### src/echo_distance_smoothing_color_top_macros.svh
// Assertion macros for the echo distance smoothing color block.
// Used by echo_distance_smoothing_color_top; expects clk and rst in scope.
`ifndef ECHO_DISTANCE_SMOOTHING_COLOR_TOP_MACROS_SVH
`define ECHO_DISTANCE_SMOOTHING_COLOR_TOP_MACROS_SVH

// same-cycle implication, off during reset
`define EDSC_CHK_SAME(lbl, ante, cons, msg) \
  lbl: assert property (@(posedge clk) disable iff (rst) (ante) |-> (cons)) \
    else $error(msg);

// next-cycle implication, off during reset
`define EDSC_CHK_NEXT(lbl, ante, cons, msg) \
  lbl: assert property (@(posedge clk) disable iff (rst) (ante) |=> (cons)) \
    else $error(msg);

`endif

### src/edsc_pkg.sv
// Shared types and constants for the echo distance smoothing color block.
// No dependencies.
package edsc_pkg;

  localparam int WIDTH_W    = 20;    // echo width input
  localparam int DIST_W     = 23;    // distance, 1/256 cm
  localparam int COLOR_W    = 8;
  localparam int EDGE_W     = 8;
  localparam int SCALE_W    = 11;
  localparam int PROD_W     = WIDTH_W + SCALE_W;
  localparam int FRAC_W     = 8;
  localparam int CM_W       = DIST_W - FRAC_W;
  localparam int RAMP_W     = 2 * EDGE_W;
  localparam int STEP_W     = 5;     // divider step count, up to 31
  localparam int CFG_IDX_W  = 3;
  localparam int DEF_WINDOW = 10;

  localparam logic [SCALE_W-1:0] SCALE_Q8 = 11'd1114;  // 0.017 cm/us in Q16

  typedef enum logic [CFG_IDX_W-1:0] {
    REG_EDGE_OFF    = 3'd0,
    REG_EDGE_RED    = 3'd1,
    REG_EDGE_RAMP   = 3'd2,
    REG_EDGE_YELLOW = 3'd3,
    REG_EDGE_GREEN  = 3'd4,
    REG_EDGE_BLUE   = 3'd5,
    REG_GREEN_PEAK  = 3'd6
  } cfg_reg_t;

  localparam logic [EDGE_W-1:0] RST_EDGE_OFF    = 8'd5;
  localparam logic [EDGE_W-1:0] RST_EDGE_RED    = 8'd11;
  localparam logic [EDGE_W-1:0] RST_EDGE_RAMP   = 8'd21;
  localparam logic [EDGE_W-1:0] RST_EDGE_YELLOW = 8'd29;
  localparam logic [EDGE_W-1:0] RST_EDGE_GREEN  = 8'd39;
  localparam logic [EDGE_W-1:0] RST_EDGE_BLUE   = 8'd50;
  localparam logic [EDGE_W-1:0] RST_GREEN_PEAK  = 8'd165;

  localparam logic [COLOR_W-1:0] LVL_ZERO     = 8'd0;
  localparam logic [COLOR_W-1:0] LVL_FULL     = 8'd255;
  localparam logic [COLOR_W-1:0] VIOLET_RB    = 8'd238;
  localparam logic [COLOR_W-1:0] VIOLET_G     = 8'd130;

  // divider launch
  typedef struct packed {
    logic              start;
    logic [STEP_W-1:0] steps;
  } div_ctl_t;

endpackage

### src/edsc_div.sv
// Bit-serial restoring divider, one quotient bit per cycle, 8-bit divisor.
// Depends on edsc_pkg (div_ctl_t, STEP_W).
module edsc_div #(
  parameter int DVD_W = 27
) (
  input  logic                   clk,
  input  logic                   rst,
  input  edsc_pkg::div_ctl_t     ctl,
  input  logic [DVD_W-1:0]       dividend,
  input  logic [7:0]             divisor,
  output logic [DVD_W-1:0]       quotient,
  output logic                   done
);

  // dividend shifts out the top while quotient bits shift in at the bottom;
  // a dividend left-aligned and run for n steps leaves its quotient in [n-1:0]
  logic [DVD_W-1:0]          quo;
  logic [7:0]                rem;
  logic [edsc_pkg::STEP_W-1:0] cnt;
  logic                      busy;
  logic [8:0]                rem_sh;
  logic [8:0]                rem_diff;
  logic                      ge;

  assign rem_sh   = {rem, quo[DVD_W-1]};
  assign rem_diff = rem_sh - {1'b0, divisor};
  assign ge       = (rem_sh >= {1'b0, divisor});
  assign quotient = quo;

  always_ff @(posedge clk) begin
    if (rst) begin
      busy <= 1'b0;
      done <= 1'b0;
      cnt  <= '0;
    end else begin
      done <= 1'b0;
      if (ctl.start) begin
        quo  <= dividend;
        rem  <= '0;
        cnt  <= ctl.steps;
        busy <= 1'b1;
      end else if (busy) begin
        quo <= {quo[DVD_W-2:0], ge};
        rem <= ge ? rem_diff[7:0] : rem_sh[7:0];
        cnt <= cnt - 1'b1;
        if (cnt == edsc_pkg::STEP_W'(1)) begin
          busy <= 1'b0;
          done <= 1'b1;
        end
      end
    end
  end

endmodule
### config.mk
export PLATFORM = sky130hd
export DESIGN_NAME = edsc_div
export DESIGN_NICKNAME = d
export VERILOG_FILES = /design/src/echo_distance_smoothing_color_top_macros.svh /design/src/edsc_pkg.sv /design/src/edsc_div.sv
export SDC_FILE = /design/constraint.sdc
export NUM_CORES = 1
export LEC_CHECK = 0
export BUFFER_PORTS_ARGS = -buffer_cell sky130_fd_sc_hd__clkbuf_2
export CAP_MARGIN = 20
export CORE_ASPECT_RATIO = 0.75
export CORE_MARGIN = 2
export CORE_UTILIZATION = 50
export DETAILED_ROUTE_END_ITERATION = 6
export PLACE_DENSITY = 0.78
export SYNTH_ARGS = -nofsm -noshare
export SYNTH_HDL_FRONTEND = slang
export SYNTH_SLANG_ARGS = --single-unit
export TNS_END_PERCENT = 30
### constraint.sdc
create_clock -name clk -period 5 [get_ports clk]
set_input_delay 1 -clock clk [delete_from_list [all_inputs] [get_ports clk]]
set_output_delay 1 -clock clk [all_outputs]
set_load 0.03 [all_outputs]
==> results by group <==
Setup path
  – CP arrival: 2.50 ns
  – Critical Path, Cell by Cell: clkbuf_2 > buf_4 > nor2_1 > nor2_2 > buf_4
  – Crit-path max FO: 47
  – CP Launch Type: primary input
  – Worst setup EP type: flop
  – Kind of critical path: in -> reg
  – Slowest cell delay on critical path: 0.44 ns
  – Critical-path top delay cell: buf_4
  – Most used cell, CP: buf_4
  – Required time of the critical path: 4.96 ns

Global route
  – All-Layer GR Usage: 17.8%
  – First-pass GRT wire length: 6.82 mm
  – Total global routing overflow: 0
  – Largest net degree at the start of global routing: 48
  – Antenna violations before repair: 0
  – Vias in the first global route: 1421

Pwr
  – Logic gate share of total power: 23.8%
  – P_int: 594 µW
  – Net switching share of the total power: 28.4%
  – Sequential fraction of design power: 51.7%
  – Max VDD drop: 215 µV
  – Pleak: 0.00115 µW
  – Clock group share of total power: 24.5%
  – Psw: 236 µW
  – Pwr/cell area: 301 nW/µm²

Clock network
  – Setup Buffers After CTS: 0
  – CTS tree: done
  – Hold buffer count at CTS: 0
  – CTS Buf Count: 5
  – CTS Buffer Depth: 2
  – Post-CTS sizing: 0
  – CTS clk-pin slew, worst paths: 0.07 ns
  – CTS root buffer: clkbuf_8
  – H-tree depth: 2
  – # clock sinks: 42
  – Worst-Skew Late Latency: 0.29 ns

Placed design
  – Pre-CTS setup slack: 2.14 ns
  – Dpl hpwl: 3.39 mm
  – Final GP Congestion: 0.815
  – I/O Buffers: 70
  – Placed Cells: 302

Cells and area
  – Ratio of cells with drive above 1 in the final layout: 46.2%
  – # diodes: 0
  – Total of fill cells in the finished design: 373
  – Final Non-Filler Cells: 310
  – Synthesis-to-finish area growth: 21.6%
  – Most common cell after layout, fill and taps aside: clkbuf_2
  – Commonest cells after routing, fill and taps aside: clkbuf_2 (70), edfxtp_1 (35), mux2_2 (27)
  – Area occupied by multi-input gates: 1010 µm²
  – Layout Nets: 306
  – Storage cell area: 1190 µm²

Floorplan
  – Starting Density: 51.4%
  – Die W: 81.8 µm
  – Die Footprint: 5100 µm²
  – Die H: 62.4 µm
  – I/O pin total: 71
  – Core area: 4410 µm²
  – Row count: 21

Timing
  – Worst-Margin Slew: 0.529 ns
  – Final WS setup: 2.46 ns
  – Achievable Freq: 394 MHz
  – Final setup violation count: 0
  – Final period util: 50.8%
  – Fin Clk Skew: 0.00919 ns
  – Max transition margin: 64.8%
  – Fin crit period: 2.54 ns
  – RSZ-0062 raised after global routing: false
  – Setup TNS Final: 0 ns
  – Hold Vio Cnt, Final: 0
  – Final Max Slew Viols: 0

Drt
  – Avg Vias per Cell: 5.30
  – Post-route DRC: 0
  – Final WL: 4.38 mm
  – Drt wl/cell: 14.1 µm
  – ANT nets after route: 0
  – Via count: 1643
  – Initial DRC count: 92
  – DR pass1 iterations: 4

Synthesis
  – Main synth FF type: edfxtp_1
  – EDFF count, synth: 35
  – Synthesized cell area: 2270 µm²
  – Register bit total from synthesis: 42
  – Synth warn: 0
  – Synth Net Count: 232
  – Syn Inst Count: 178
  – Register area share after synthesis: 52.5%
  – Ys async rst share: 0%
  – Count of cell types in the netlist: 43
  – Mean Syn Cell Area: 12.8 µm²

Run status
  – Outcome: complete, no violations

Worst hold path
  – Hold crit path type: reg -> reg

Job
  – Maxcap violations: 0
==> registers in the layout (all words and copies together) (netlist names) <==
signal and cells:
quotient 27, cnt 5, done 1, rem 8
busy 1
==> cells in the mapped netlist (4+ instances only) <==
cell / n / share of area [%]
a21oi_1: 11 / 2.4
nor2_1: 12 / 2.0
ha_1: 10 / 5.5
inv_1: 11 / 1.8
nand3_1: 6 / 1.3
a211oi_1: 4 / 1.3
edfxtp_1: 35 / 46
dfxtp_1: 7 / 6.2
mux2_2: 27 / 13
==> stage by stage <==
step	hold WS (ns)	utilization (%)	cell area (µm²)	total power [µW]
finish	0.580	62.5	2760	829
global placement	0.564	60.7	2680	629
floorplan	0.562	-	2270	581
detailed placement	0.567	60.7	2680	635
CTS	0.586	62.5	2760	836
global route	0.614	62.5	2760	870
==> power groups by stage <==
stage               Sequential (µW)  Clock, µW  Combinational (µW)
floorplan                       462          0                 118
global placement                435          0                 193
detailed placement              437          0                 198
CTS                             429        208                 199
global route                    432        221                 217
finish                          429        203                 197
==> kinds of logic (layout without fill, tap and decap cells) <==
logic type               count (synthesis)  count (layout)  share of synthesized area, %
multiplexers                            27              27                          13.4
adder cells (fa/ha/maj)                 11              11                          6.39
AO/OA/AOI/OAI                           37              37                          12.3
flip-flops                              42              42                          52.5
buffers and inverters                   16              91                          3.20
AND/OR/NAND/NOR                         40              40                          10.3
XOR/XNOR                                 5               5                          1.93
==> layer usage <==
metal	GRT usage, %	wire (µm)	vias up
met4	4.38	43	0
met2	28.9	2210	43
li1	-	-	821
met3	5.23	238	7
met5	0	0	-
met1	23.4	1880	772
==> worst paths after layout <==
kind | startpoint | to | slack, ns | depth (start not counted)
min | quotient[8] | quotient[9] | 0.58 | 1
max | ctl[5] | rem[7] | 2.46 | 5
min reg2reg | quotient[8] | quotient[9] | 0.58 | 1
max reg2reg | quotient[26] | rem[6] | 2.89 | 8
==> worst max-delay path, delay by kind of cell <==
kind / cells / cell delay (ns)
simple gates: 2 / 0.55
buf+inv: 3 / 0.91
==> area by class of cell <==
type,instances,share of cell area [%]
Clock buffer,6,2.63
Clock inverter,2,0.363
Inverter,11,1.50
Multi-Input combinational cell,120,36.5
Sequential cell,42,43.2
Tap cell,57,2.58
Timing Repair Buffer,72,13.2
Power figures use the tool's default switching activity.
